==> config.mk <==
export PLATFORM = sky130hd
export DESIGN_NAME = gcode_line_parser
export DESIGN_NICKNAME = d
export VERILOG_FILES = /design/src/design/gclp_pkg.sv /design/src/design/gclp_ctrl.sv /design/src/design/gclp_dp.sv /design/src/design/gcode_line_parser.sv
export SDC_FILE = /design/constraint.sdc
export NUM_CORES = 2
export LEC_CHECK = 0
export BUFFER_PORTS_ARGS = -buffer_cell sky130_fd_sc_hd__buf_2
export CAP_MARGIN = 20
export CORE_UTILIZATION = 31
export CTS_CLUSTER_SIZE = 28
export DETAILED_ROUTE_END_ITERATION = 8
export HOLD_SLACK_MARGIN = 0.12
export PLACE_DENSITY = 0.55
export SYNTH_ARGS = -nofsm -noshare
export SYNTH_HDL_FRONTEND = slang
export SYNTH_SLANG_ARGS = --single-unit
==> constraint.sdc <==
create_clock -name aclk -period 16.29 [get_ports aclk]
set_input_delay 0.8145 -clock aclk [delete_from_list [all_inputs] [get_ports aclk]]
set_output_delay 0.8145 -clock aclk [all_outputs]
set_load 0.01 [all_outputs]
==> src/design/gclp_pkg.sv <==
`timescale 1ns / 1ps
// ----------------------------------------------------------------------------
// gclp_pkg
// Shared types and constants of the G-code line parser: character codes,
// field mask bit positions, register indexes and controller/datapath links.
// ----------------------------------------------------------------------------
package gclp_pkg;

    // Register indexes of the configuration port
    localparam logic [2:0] REG_SCALE_X   = 3'd0;
    localparam logic [2:0] REG_SCALE_Y   = 3'd1;
    localparam logic [2:0] REG_SCALE_Z   = 3'd2;
    localparam logic [2:0] REG_SCALE_EXT = 3'd3;
    localparam logic [2:0] REG_INCH      = 3'd4;
    localparam logic [2:0] REG_RELATIVE  = 3'd5;
    localparam logic [2:0] REG_CHECK     = 3'd6;
    localparam logic [2:0] REG_PID       = 3'd7;

    localparam int CfgIdxWidth  = 3;
    localparam int CfgDataWidth = 24;
    localparam int OutWidth     = 256;

    // Field mask bit positions
    localparam int BIT_G  = 0;
    localparam int BIT_M  = 1;
    localparam int BIT_X  = 2;
    localparam int BIT_Y  = 3;
    localparam int BIT_Z  = 4;
    localparam int BIT_E  = 5;
    localparam int BIT_F  = 6;
    localparam int BIT_S  = 7;
    localparam int BIT_P  = 8;
    localparam int BIT_N  = 9;
    localparam int BIT_CS = 10;

    // Character codes
    localparam logic [7:0] CH_LF    = 8'h0A;
    localparam logic [7:0] CH_CR    = 8'h0D;
    localparam logic [7:0] CH_STAR  = 8'h2A;
    localparam logic [7:0] CH_SEMI  = 8'h3B;
    localparam logic [7:0] CH_LPAR  = 8'h28;
    localparam logic [7:0] CH_RPAR  = 8'h29;
    localparam logic [7:0] CH_MINUS = 8'h2D;
    localparam logic [7:0] CH_POINT = 8'h2E;
    localparam logic [7:0] CH_0     = 8'h30;
    localparam logic [7:0] CH_9     = 8'h39;
    localparam logic [7:0] CH_A     = 8'h41;
    localparam logic [7:0] CH_Z     = 8'h5A;
    localparam logic [7:0] CH_LA    = 8'h61;
    localparam logic [7:0] CH_LZ    = 8'h7A;
    localparam logic [7:0] CH_G     = 8'h47;
    localparam logic [7:0] CH_M     = 8'h4D;
    localparam logic [7:0] CH_X     = 8'h58;
    localparam logic [7:0] CH_Y     = 8'h59;
    localparam logic [7:0] CH_E     = 8'h45;
    localparam logic [7:0] CH_F     = 8'h46;
    localparam logic [7:0] CH_S     = 8'h53;
    localparam logic [7:0] CH_P     = 8'h50;
    localparam logic [7:0] CH_N     = 8'h4E;

    // Result status codes
    localparam logic [1:0] ST_OK     = 2'd0;
    localparam logic [1:0] ST_LINE_N = 2'd1;
    localparam logic [1:0] ST_CSUM   = 2'd2;

    // M codes with special S scaling, and the G code with special P scaling
    localparam logic [7:0] M_TEMP_A = 8'd104;
    localparam logic [7:0] M_TEMP_B = 8'd109;
    localparam logic [7:0] M_PID_LO = 8'd130;
    localparam logic [7:0] M_PID_HI = 8'd132;
    localparam logic [7:0] G_DWELL  = 8'd4;

    // Reciprocal of ten for 32-bit truncating division
    localparam logic [31:0] RECIP_10 = 32'hCCCCCCCD;

    // Controller to datapath commands
    typedef struct packed {
        logic load;
        logic mul;
        logic div;
        logic commit;
        logic chr;
        logic eol;
    } cmd_t;

    // Datapath to controller status
    typedef struct packed {
        logic need_close;
        logic div_done;
        logic is_eol;
    } sts_t;

endpackage

==> src/design/gclp_ctrl.sv <==
`timescale 1ns / 1ps
// ----------------------------------------------------------------------------
// gclp_ctrl
// Sequencer for one character: decode, optional field close (multiply,
// divide and commit steps), character update and line-end result.
// ----------------------------------------------------------------------------
module gclp_ctrl (
    input  logic           aclk,
    input  logic           aresetn,
    input  logic           s_tvalid,
    output logic           s_tready,
    output logic           m_tvalid,
    input  logic           m_tready,
    input  gclp_pkg::sts_t sts,
    output gclp_pkg::cmd_t cmd
);
    import gclp_pkg::*;

    localparam logic [2:0] S_IDLE   = 3'd0;
    localparam logic [2:0] S_DECODE = 3'd1;
    localparam logic [2:0] S_MUL    = 3'd2;
    localparam logic [2:0] S_DIV    = 3'd3;
    localparam logic [2:0] S_COMMIT = 3'd4;
    localparam logic [2:0] S_CHAR   = 3'd5;
    localparam logic [2:0] S_EOL    = 3'd6;

    logic [2:0] state_reg, state_next;
    logic       valid_reg, valid_next;

    // Next state and commands
    always_comb begin
        state_next = state_reg;
        cmd        = '0;
        s_tready   = 1'b0;
        unique case (state_reg)
            S_IDLE: begin
                s_tready = 1'b1;
                if (s_tvalid) begin
                    cmd.load   = 1'b1;
                    state_next = S_DECODE;
                end
            end
            S_DECODE: state_next = sts.need_close ? S_MUL : S_CHAR;
            S_MUL: begin
                cmd.mul    = 1'b1;
                state_next = S_DIV;
            end
            S_DIV: begin
                if (sts.div_done) begin
                    state_next = S_COMMIT;
                end else begin
                    cmd.div = 1'b1;
                end
            end
            S_COMMIT: begin
                cmd.commit = 1'b1;
                state_next = S_CHAR;
            end
            S_CHAR: begin
                cmd.chr    = 1'b1;
                state_next = sts.is_eol ? S_EOL : S_IDLE;
            end
            S_EOL: begin
                if (!valid_reg || m_tready) begin
                    cmd.eol    = 1'b1;
                    state_next = S_IDLE;
                end
            end
            default: state_next = S_IDLE;
        endcase
    end

    // Hold the result until the transfer completes
    always_comb begin
        valid_next = valid_reg;
        if (cmd.eol) begin
            valid_next = 1'b1;
        end else if (m_tready) begin
            valid_next = 1'b0;
        end
    end

    always_ff @(posedge aclk) begin
        if (!aresetn) begin
            state_reg <= S_IDLE;
            valid_reg <= 1'b0;
        end else begin
            state_reg <= state_next;
            valid_reg <= valid_next;
        end
    end

    assign m_tvalid = valid_reg;

endmodule

==> src/design/gclp_dp.sv <==
`timescale 1ns / 1ps
// ----------------------------------------------------------------------------
// gclp_dp
// Parser datapath: configuration registers, number accumulator, field
// scaling unit (one multiply, then one divide-by-ten per cycle), line state
// and the result register.
// ----------------------------------------------------------------------------
module gclp_dp (
    input  logic                                aclk,
    input  logic                                aresetn,
    input  logic [7:0]                          s_tdata,
    input  logic                                cfg_wr_en,
    input  logic [gclp_pkg::CfgIdxWidth-1:0]    cfg_index,
    input  logic [gclp_pkg::CfgDataWidth-1:0]   cfg_wdata,
    input  gclp_pkg::cmd_t                      cmd,
    output gclp_pkg::sts_t                      sts,
    output logic [gclp_pkg::OutWidth-1:0]       m_tdata
);
    import gclp_pkg::*;

    // Configuration
    logic [23:0] scale_x_reg, scale_y_reg, scale_z_reg, scale_e_reg;
    logic        inch_reg, rel_reg;
    logic [1:0]  check_reg;
    logic [15:0] pid_reg;

    // Per-character and per-line state
    logic [7:0]  char_reg;
    logic [7:0]  pend_reg;
    logic        sign_reg;
    logic [31:0] mant_reg;
    logic [7:0]  exp_reg;
    logic [7:0]  g_reg, m_reg;
    logic [10:0] seen_reg;
    logic        semi_reg, paren_reg;
    logic [31:0] tx_reg, ty_reg, tz_reg, te_reg, tf_reg;
    logic [15:0] s_reg, p_reg;
    logic [31:0] n_reg, exp_n_reg;
    logic [7:0]  cs_given_reg, cs_run_reg;

    // Scaling unit
    logic [31:0] mag_reg;
    logic        neg_reg;
    logic [8:0]  cnt_reg;

    logic [OutWidth-1:0] out_reg;

    // Character classification
    logic [7:0] c_up;
    logic       letter, eol, is_star, in_cmt, is_digit;
    always_comb begin
        c_up     = (char_reg >= CH_LA && char_reg <= CH_LZ) ? (char_reg & 8'hDF) : char_reg;
        letter   = c_up >= CH_A && c_up <= CH_Z;
        eol      = c_up == CH_LF || c_up == CH_CR;
        is_star  = c_up == CH_STAR;
        in_cmt   = semi_reg || paren_reg;
        is_digit = c_up >= CH_0 && c_up <= CH_9;
    end

    assign sts.need_close = (pend_reg != 8'd0) && (letter || is_star || eol);
    assign sts.div_done   = (cnt_reg == 9'd0) || (mag_reg == 32'd0);
    assign sts.is_eol     = eol;

    // Select multiplier and extra decades for the open field
    logic [23:0] mult_sel;
    logic [1:0]  extra;
    always_comb begin
        mult_sel = 24'd1;
        extra    = 2'd0;
        case (pend_reg)
            CH_X: mult_sel = scale_x_reg;
            CH_Y: mult_sel = scale_y_reg;
            CH_Z: mult_sel = scale_z_reg;
            CH_E: mult_sel = scale_e_reg;
            CH_F: mult_sel = inch_reg ? 24'd254 : 24'd1;
            CH_S: begin
                if (m_reg == M_TEMP_A || m_reg == M_TEMP_B) begin
                    mult_sel = 24'd4;
                end else if (m_reg >= M_PID_LO && m_reg <= M_PID_HI) begin
                    mult_sel = {8'd0, pid_reg};
                end
            end
            CH_P: mult_sel = (g_reg == G_DWELL) ? 24'd1000 : 24'd1;
            default: mult_sel = 24'd1;
        endcase
        if (!inch_reg && (pend_reg == CH_X || pend_reg == CH_Y ||
                          pend_reg == CH_Z || pend_reg == CH_E)) begin
            extra = 2'd3;
        end else if (inch_reg && pend_reg == CH_F) begin
            extra = 2'd1;
        end
    end

    logic [55:0] prod_full;
    logic [31:0] prod;
    logic [8:0]  dec_base;
    logic        int_min_keep;
    logic [63:0] div_full;
    logic [31:0] result;
    always_comb begin
        prod_full    = mant_reg * mult_sel;
        prod         = prod_full[31:0];
        dec_base     = (exp_reg == 8'd0) ? 9'd0 : ({1'b0, exp_reg} - 9'd1);
        // Negating the most negative value leaves it negative
        int_min_keep = (prod == 32'h80000000) && (extra == 2'd0);
        div_full     = mag_reg * RECIP_10;
        result       = neg_reg ? (32'd0 - mag_reg) : mag_reg;
    end

    // Line-end checks
    logic       n_seen, cs_seen, cs_match, n_ok, cs_ok;
    logic [1:0] status;
    always_comb begin
        n_seen   = seen_reg[BIT_N];
        cs_seen  = seen_reg[BIT_CS];
        cs_match = cs_run_reg == cs_given_reg;
        n_ok     = check_reg[0] ? (n_seen && n_reg >= exp_n_reg) : 1'b1;
        cs_ok    = check_reg[1] ? (cs_match && cs_seen) : (cs_match || !cs_seen);
        if (!n_ok) begin
            status = ST_LINE_N;
        end else if (!cs_ok) begin
            status = ST_CSUM;
        end else begin
            status = ST_OK;
        end
    end

    // Configuration writes
    always_ff @(posedge aclk) begin
        if (!aresetn) begin
            scale_x_reg <= 24'd80000;
            scale_y_reg <= 24'd80000;
            scale_z_reg <= 24'd80000;
            scale_e_reg <= 24'd80000;
            inch_reg    <= 1'b0;
            rel_reg     <= 1'b0;
            check_reg   <= 2'd0;
            pid_reg     <= 16'd1024;
        end else if (cfg_wr_en) begin
            unique case (cfg_index)
                REG_SCALE_X:   scale_x_reg <= cfg_wdata;
                REG_SCALE_Y:   scale_y_reg <= cfg_wdata;
                REG_SCALE_Z:   scale_z_reg <= cfg_wdata;
                REG_SCALE_EXT: scale_e_reg <= cfg_wdata;
                REG_INCH:      inch_reg    <= cfg_wdata[0];
                REG_RELATIVE:  rel_reg     <= cfg_wdata[0];
                REG_CHECK:     check_reg   <= cfg_wdata[1:0];
                REG_PID:       pid_reg     <= cfg_wdata[15:0];
                default:       pid_reg     <= pid_reg;
            endcase
        end
    end

    // Scaling unit and result register (payload, no reset)
    always_ff @(posedge aclk) begin
        if (cmd.load) begin
            char_reg <= s_tdata;
        end
        if (cmd.mul) begin
            mag_reg <= prod[31] ? (32'd0 - prod) : prod;
            neg_reg <= prod[31] ^ (sign_reg & !int_min_keep);
            cnt_reg <= dec_base + {7'd0, extra};
        end else if (cmd.div) begin
            mag_reg <= {3'd0, div_full[63:35]};
            cnt_reg <= cnt_reg - 9'd1;
        end
        if (cmd.eol) begin
            out_reg <= {4'd0, n_reg, p_reg, s_reg, tf_reg, te_reg, tz_reg, ty_reg, tx_reg,
                        seen_reg[9:0], m_reg, g_reg, status};
        end
    end

    // Parser state
    always_ff @(posedge aclk) begin
        if (!aresetn) begin
            pend_reg     <= 8'd0;
            sign_reg     <= 1'b0;
            mant_reg     <= 32'd0;
            exp_reg      <= 8'd0;
            g_reg        <= 8'd0;
            m_reg        <= 8'd0;
            seen_reg     <= 11'd0;
            semi_reg     <= 1'b0;
            paren_reg    <= 1'b0;
            tx_reg       <= 32'd0;
            ty_reg       <= 32'd0;
            tz_reg       <= 32'd0;
            te_reg       <= 32'd0;
            tf_reg       <= 32'd0;
            s_reg        <= 16'd0;
            p_reg        <= 16'd0;
            n_reg        <= 32'd0;
            exp_n_reg    <= 32'd0;
            cs_given_reg <= 8'd0;
            cs_run_reg   <= 8'd0;
        end else begin
            // Store the closed field and clear the number
            if (cmd.commit) begin
                case (pend_reg)
                    CH_G:    g_reg        <= mant_reg[7:0];
                    CH_M:    m_reg        <= mant_reg[7:0];
                    CH_X:    tx_reg       <= result;
                    CH_Y:    ty_reg       <= result;
                    CH_Z:    tz_reg       <= result;
                    CH_E:    te_reg       <= result;
                    CH_F:    tf_reg       <= result;
                    CH_S:    s_reg        <= result[15:0];
                    CH_P:    p_reg        <= result[15:0];
                    CH_N:    n_reg        <= result;
                    CH_STAR: cs_given_reg <= result[7:0];
                    default: ;
                endcase
                pend_reg <= 8'd0;
                sign_reg <= 1'b0;
                mant_reg <= 32'd0;
                exp_reg  <= 8'd0;
            end

            // Apply the character
            if (cmd.chr) begin
                if (!in_cmt) begin
                    if (letter || is_star) begin
                        pend_reg <= c_up;
                    end
                    case (c_up)
                        CH_G: begin
                            seen_reg[BIT_G] <= 1'b1;
                            seen_reg[BIT_M] <= 1'b0;
                            m_reg           <= 8'd0;
                        end
                        CH_M: begin
                            seen_reg[BIT_M] <= 1'b1;
                            seen_reg[BIT_G] <= 1'b0;
                            g_reg           <= 8'd0;
                        end
                        CH_X:    seen_reg[BIT_X]  <= 1'b1;
                        CH_Y:    seen_reg[BIT_Y]  <= 1'b1;
                        CH_Z:    seen_reg[BIT_Z]  <= 1'b1;
                        CH_E:    seen_reg[BIT_E]  <= 1'b1;
                        CH_F:    seen_reg[BIT_F]  <= 1'b1;
                        CH_S:    seen_reg[BIT_S]  <= 1'b1;
                        CH_P:    seen_reg[BIT_P]  <= 1'b1;
                        CH_N:    seen_reg[BIT_N]  <= 1'b1;
                        CH_STAR: seen_reg[BIT_CS] <= 1'b1;
                        CH_SEMI: semi_reg <= 1'b1;
                        CH_LPAR: paren_reg <= 1'b1;
                        CH_MINUS: begin
                            sign_reg <= 1'b1;
                            exp_reg  <= 8'd0;
                            mant_reg <= 32'd0;
                        end
                        CH_POINT: begin
                            if (exp_reg == 8'd0) begin
                                exp_reg <= 8'd1;
                            end
                        end
                        default: begin
                            if (is_digit) begin
                                mant_reg <= (mant_reg << 3) + (mant_reg << 1)
                                          + {28'd0, c_up[3:0]};
                                if (exp_reg != 8'd0) begin
                                    exp_reg <= exp_reg + 8'd1;
                                end
                            end
                        end
                    endcase
                end else if (paren_reg && c_up == CH_RPAR) begin
                    paren_reg <= 1'b0;
                end
                // Checksum covers bytes up to the star
                if (!(seen_reg[BIT_CS] || (!in_cmt && is_star))) begin
                    cs_run_reg <= cs_run_reg ^ char_reg;
                end
            end

            // Close the line
            if (cmd.eol) begin
                if (status == ST_OK && seen_reg[BIT_N]) begin
                    exp_n_reg <= n_reg + 32'd1;
                end
                seen_reg     <= 11'd1 << BIT_G;
                g_reg        <= 8'd1;
                semi_reg     <= 1'b0;
                paren_reg    <= 1'b0;
                cs_given_reg <= 8'd0;
                cs_run_reg   <= 8'd0;
                pend_reg     <= 8'd0;
                sign_reg     <= 1'b0;
                mant_reg     <= 32'd0;
                exp_reg      <= 8'd0;
                if (rel_reg) begin
                    tx_reg <= 32'd0;
                    ty_reg <= 32'd0;
                    tz_reg <= 32'd0;
                    te_reg <= 32'd0;
                end
            end
        end
    end

    assign m_tdata = out_reg;

endmodule

==> src/design/gcode_line_parser.sv <==
`timescale 1ns / 1ps
// ----------------------------------------------------------------------------
// gcode_line_parser
// Character-stream G-code parser that emits one parsed command per line end.
// ----------------------------------------------------------------------------
// Usage:
//   s_ channel: one ASCII character per transfer in s_tdata.
//   m_ channel: one result per CR or LF; nothing for other characters.
//   cfg_ port: register writes. The user writes only while no character is in
//   work; the block does not enforce this.
// Sequence: this one-character sequencer sets the rate. A character that
//   closes no field passes accept, decode and apply; s_tready returns when
//   idle again. A field close inserts multiply, divide and commit, one step
//   per decade removed by the shared divide-by-ten unit (at most 10 steps, as
//   the magnitude reaches zero). A line end adds a state loading the result.
// Stall: the result register holds while m_tready is low; s_tready stays
//   high, but a following line end waits until the previous result leaves.
// Reset: synchronous active-low aresetn clears all line state, loads the
//   register defaults and drops m_tvalid.
// ----------------------------------------------------------------------------
module gcode_line_parser (
    input  logic                                aclk,
    input  logic                                aresetn,
    input  logic                                s_tvalid,
    output logic                                s_tready,
    input  logic [7:0]                          s_tdata,   // [7:0] char_in
    output logic                                m_tvalid,
    input  logic                                m_tready,
    // [1:0] status, [9:2] g_code, [17:10] m_code, [27:18] seen_mask,
    // [59:28] pos_x, [91:60] pos_y, [123:92] pos_z, [155:124] pos_ext,
    // [187:156] feed, [203:188] s_value, [219:204] p_value,
    // [251:220] line_number, [255:252] zero
    output logic [gclp_pkg::OutWidth-1:0]       m_tdata,
    input  logic                                cfg_wr_en,
    input  logic [gclp_pkg::CfgIdxWidth-1:0]    cfg_index,
    input  logic [gclp_pkg::CfgDataWidth-1:0]   cfg_wdata
);
    import gclp_pkg::*;

    cmd_t cmd;
    sts_t sts;

    gclp_ctrl u_ctrl (
        .aclk     (aclk),
        .aresetn  (aresetn),
        .s_tvalid (s_tvalid),
        .s_tready (s_tready),
        .m_tvalid (m_tvalid),
        .m_tready (m_tready),
        .sts      (sts),
        .cmd      (cmd)
    );

    gclp_dp u_dp (
        .aclk      (aclk),
        .aresetn   (aresetn),
        .s_tdata   (s_tdata),
        .cfg_wr_en (cfg_wr_en),
        .cfg_index (cfg_index),
        .cfg_wdata (cfg_wdata),
        .cmd       (cmd),
        .sts       (sts),
        .m_tdata   (m_tdata)
    );

    // One character at a time
    assert property (@(posedge aclk) disable iff (!aresetn)
        s_tvalid && s_tready |=> !s_tready)
        else $error("input taken while a character is in work");

    // Status is one of the three defined codes
    assert property (@(posedge aclk) disable iff (!aresetn)
        m_tvalid |-> m_tdata[1:0] != 2'b11)
        else $error("undefined status code");

    // G and M are never both marked present
    assert property (@(posedge aclk) disable iff (!aresetn)
        m_tvalid |-> !(m_tdata[18] && m_tdata[19]))
        else $error("G and M both marked present");

endmodule
# Word-level counts from Yosys, hierarchy flattened

Cells that the tools add are included.

Flip-flop bits (word level): 772
Word-level logic and storage cells: 292

$add $sub $neg: 9
Multiply operators: 2
$lt $le $gt $ge: 9
Equal/unequal tests: 52
Mux-type cells: 91
Bitwise operators: 6
Reductions and logical operators: 77

Operators with widths:

| operator                 | count |
|---|---|
| $mux W32                 | 24 |
| $eq A8 B7 Y1 const B     | 22 |
| $mux W8                  | 21 |
| $pmux W24 S7             | 1 |
| $mul A32 B32 Y64 const B | 1 |
| $pmux W32 S2             | 1 |
| $sub A1 B32 Y32 const A  | 2 |
| $eq A8 B6 Y1 const B     | 7 |
| $reduce_and A3 Y1        | 14 |
| $add A32 B1 Y32 const B  | 1 |
| $add A32 B32 Y32         | 1 |
| $add A32 B4 Y32          | 1 |
| $eq A32 B32 Y1 const B   | 1 |
| $ge A32 B32 Y1           | 1 |
| $logic_not A32 Y1        | 1 |
| $mul A32 B24 Y32         | 1 |
| $reduce_and A2 Y1        | 15 |
| $mux W9                  | 3 |
| $mux W1                  | 26 |
| $mux W24                 | 1 |
| $pmux W8 S3              | 1 |
| $eq A3 B3 Y1 const B     | 7 |
| $pmux W3 S7              | 1 |
| $eq A8 B4 Y1 const B     | 2 |
| other kinds (39)         | 90 |

# Longest topological paths before layout

Depth after elaboration: 11
Depth in mapped cells: 40
Gate-level depth less buffers: 34

# By module

From an unflattened synthesis, not the netlist that was laid out.

Cell total of the unflattened synthesis: 6654
Area total of the unflattened synthesis: 64600.7 um^2

By module, submodules not included:

| module    | instances | cells each | area each (um^2) |
|---|---|---|---|
| gclp_dp   | 1         | 6616       | 64312.9 |
| gclp_ctrl | 1         | 38         | 287.8 |

# Worst setup path after synthesis

OpenSTA, ideal clock, no wires.

Path kind: input-to-reg
From: input m_tready
To: register u_dp.mant_reg[23]
Setup time: 137 ps
Arrival: 13202 ps
Data required time: 16153 ps
Path slack: 2951 ps
Stages on the path: 7
Path through: nor2b_1 nor2_1 nor2_1 and2_1 clkbuf_1 nand2_1 o21ai_0

RTL lines:

| item                 | line                    | RTL |
|---|---|---|
| start, declared      | gcode_line_parser.sv:28 | `input logic m_tready,` |
| end signal, assigned | gclp_dp.sv:259          | `mant_reg <= (mant_reg << 3) + (mant_reg << 1)` |
| end, declared        | gclp_dp.sv:31           | `logic [31:0] mant_reg;` |

# Worst setup path in the final report

From: register u_dp.pend_reg[1]
To: register u_dp.mag_reg[7], data pin

Longest elaborated chain between the ends: 6

Ends and longest elaborated chain:

| item                   | line           | RTL |
|---|---|---|
| start, declared        | gclp_dp.sv:29  | `logic [7:0] pend_reg;` |
| start signal, assigned | gclp_dp.sv:223 | `pend_reg <= c_up;` |
| $eq A8 B7 Y1           | gclp_dp.sv:70  | `case (pend_reg)` |
| $pmux W24 S7 (*)       | gclp_dp.sv:70  |  |
| $mul A32 B24 Y32 (*)   | gclp_dp.sv:101 | `prod_full = mant_reg * mult_sel;` |
| $sub A1 B32 Y32        | gclp_dp.sv:160 | `mag_reg <= prod[31] ? (32'd0 - prod) : prod;` |
| $mux W32 (*)           | gclp_dp.sv:160 |  |
| $mux W32 (*)           | gclp_dp.sv:159 | `if (cmd.mul) begin` |
| end signal, assigned   | gclp_dp.sv:160 |  |
| end signal, assigned   | gclp_dp.sv:164 | `mag_reg <= {3'd0, div_full[63:35]};` |
| end, declared          | gclp_dp.sv:42  | `logic [31:0] mag_reg;` |

Every way passes the cells marked *; elsewhere a longest branch is shown, timed or not.
A chain may end at the register's enable or synchronous reset.

==> results.sh <==
export IMPL_status="finished clean"
export IMPL_ys_seq_area_share_pct=28.7
export IMPL_start_util_pct=31.3
export IMPL_cp_common_cell="fa_1"
export IMPL_drive_gt1_share_pct=8.30
export IMPL_n_fill_cell=20892
export IMPL_firstDrtPassIters=5
export IMPL_row_count=166
export IMPL_fin_setup_tns_ps=0
export IMPL_max_cap_viol_count=0
export IMPL_grt_pass1_vias=46895
export IMPL_via_per_inst=4.84
export IMPL_clock_skew_ps=57.4
export IMPL_synthTopCellsByArea="fa_1 (25%), dfxtp_1 (15%), edfxtp_1 (14%)"
export IMPL_async_flop_share_pct=0
export IMPL_p_leak_nw=31.7
export IMPL_hold_start="s_tdata[1]"
export IMPL_crit_path_top_delay_cell="dfxtp_1"
export IMPL_maxSlewHeadroom_pct=23.1
export IMPL_cts_buffers=83
export IMPL_rsz0062_at_grt="false"
export IMPL_min_path_cells=1
export IMPL_max_freq_mhz=90.0
export IMPL_die_area_mm2=0.209
export IMPL_synth_area_mm2=0.0643
export IMPL_rrSetupSlack_ps=5170
export IMPL_nets=8224
export IMPL_fin_ws_ps=5170
export IMPL_setup_viol=0
export IMPL_drt_iter0_markers=3269
export IMPL_antenna_found_initial=4
export IMPL_vias=46366
export IMPL_cts_tree="done"
export IMPL_pin_count=298
export IMPL_synth_ff_type="dfxtp_1"
export IMPL_ir_drop_mv=0.0701
export IMPL_worst_pin_slew_ps=1150
export IMPL_dpl_hpwl_um=153000
export IMPL_whs_endpoint="u_dp.char_reg[1]"
export IMPL_die_h_um=457
export IMPL_post_cts_buffers=0
export IMPL_ys_ff_latch=772
export IMPL_drc=0
export IMPL_cts_buffer_depth=3
export IMPL_seqCellArea_mm2=0.0185
export IMPL_wl_per_cell_um=20.3
export IMPL_cts_resized=0
export IMPL_synth_warnings=0
export IMPL_reg2reg_to="u_dp.mag_reg[7]"
export IMPL_synth_area_per_cell_um2=9.68
export IMPL_hp_class="primary input to register"
export IMPL_yosys_area_top_type="fa_1"
export IMPL_r2r_start="u_dp.pend_reg[1]"
export IMPL_start_kind="register"
export IMPL_dpl_cell_area_mm2=0.0689
export IMPL_hold_violations=0
export IMPL_cts_hold_buffers=0
export IMPL_slew_violations=0
export IMPL_grt_pass1_wl_um=296000
export IMPL_globalRouteOverflowTotal=0
export IMPL_crit_arrival_ps=11570
export IMPL_core_area_mm2=0.205
export IMPL_synthCells=6641
export IMPL_crit_path_max_incr_delay_ps=1070
export IMPL_worstSetupEndpointType="register"
export IMPL_dp_slack_ps=5140
export IMPL_layout_common_cells="inv_1 (1233), fa_1 (807), nand2_1 (650)"
export IMPL_areaGrowthSynthToFinish_pct=11.7
export IMPL_synth_top_area_share_pct=25.1
export IMPL_grtUsageTotal_pct=18.6
export IMPL_power_density_mw_per_mm2=60.2
export IMPL_cts_max_level=3
export IMPL_synth_distinct_cells=86
export IMPL_finalWeightedCongestion=0.968
export IMPL_postRouteAntennaNets=0
export IMPL_period_needed_ps=11120
export IMPL_clk_pin_slew_worst_paths_ps=60
export IMPL_clock_latency_ps=730
export IMPL_clock_sinks=772
export IMPL_fp_dieW_um=457
export IMPL_synth_edf_count=302
export IMPL_routed_wl_um=195000
export IMPL_crit_type="register to register"
export IMPL_multiInputGateArea_mm2=0.0403
export IMPL_period_share_pct=68.2
export IMPL_ctsRootBufferMaster="clkbuf_16"
export IMPL_final_common_cell="inv_1"
export IMPL_grt_max_degree=184
export IMPL_largest_reg_flops=252
export IMPL_crit_path_max_fanout=30
export IMPL_crit_required_ps=16740
export IMPL_io_buffers=293
export IMPL_stdcell_area_mm2=0.0718
export IMPL_worst_r2r_path_depth=33
report_power, final:
| part | internal (W) | switching, W |
|---|---|---|
| clock network | 0.00112 | 0.000848 |
| logic | 0.000111 | 0.000214 |
| registers | 0.00201 | 0.0000169 |
routing by layer:
layer	GRT usage, %	routed length [um]	vias up
li1	-	-	21597
met1	24.9	86200	23318
met2	31.0	92700	1217
met3	2.35	9610	234
met4	5.88	6030	0
met5	0	0	-
cell families after synthesis:
logic type | count (synthesis) | synth area share (%)
simple gates | 1742 | 12.6
buf+inv | 1518 | 8.94
fa+ha+maj | 1361 | 35.9
compound gates | 950 | 9.55
flops | 772 | 28.7
xor+xnor | 245 | 3.48
mux | 52 | 0.812
other cells | 1 | 0.00583
worst max-delay path: cells and delay by family (launching register included):
family                     cells  cell delay [ps]
adders and majority gates      8             3810
xor gates and xnor gates       2             1070
AOI/OAI and AO/OA             14             2560
and+or+nand+nor                4             1750
DFF                            1             1070
buffers and inverters          5              550
metrics by stage:
stage                     cells  total power [W]  hold slack, ps  utilization (%)
after floorplan            6644          0.00228             400                -
after global placement     9421          0.00239             413             33.5
after detailed placement   9424          0.00239             414             33.5
after CTS                  9580          0.00437             296             34.9
after global routing       9584          0.00447             303             34.9
final                      9585          0.00432             328             34.9
Yosys cell counts, drive strengths merged (11+ instances only):
master and instances:
and3 26, edfxtp 302, fa 807, nand2 651, clkbuf 254, a221o 13, nand2b 38, inv 1234
a22oi 27, buf 29, xor2 77, dfxtp 470, a21oi 314, o21ai 126, and2 262, nor2b 72
a31oi 23, nor3 37, nand4 33, nand3 91, a211oi 248, nor4 11, nor3b 11, o21a 13
nor2 460, ha 554, xnor2 167, a21o 78, mux2i 51, o21bai 19, or3 12
final cells by class:
| type | count | share of cell area [%] |
|---|---|---|
| tap | 2688 | 4.68 |
| timing repair buffer | 377 | 3.02 |
| antenna | 3 | 0.0105 |
| clock inverter | 38 | 0.678 |
| inverter | 1235 | 6.47 |
| sequential | 772 | 25.7 |
| clock buffer | 118 | 3.29 |
| multi-input combinational | 4354 | 56.1 |
how the worst max path moves through the flow:
stage                                start                end  slack, ps  depth (start not counted)
after detailed placement  u_dp.pend_reg[1]   u_dp.mag_reg[26]       5140                         33
after global placement    u_dp.pend_reg[0]   u_dp.mag_reg[26]       5290                         32
after floorplan                   m_tready  u_dp.mant_reg[23]       2950                          7
final                     u_dp.pend_reg[1]    u_dp.mag_reg[7]       5170                         33
after global routing      u_dp.pend_reg[1]   u_dp.mag_reg[26]       4530                         33
after CTS                 u_dp.pend_reg[1]   u_dp.mag_reg[26]       5140                         34
Power figures use the tool's default switching activity.
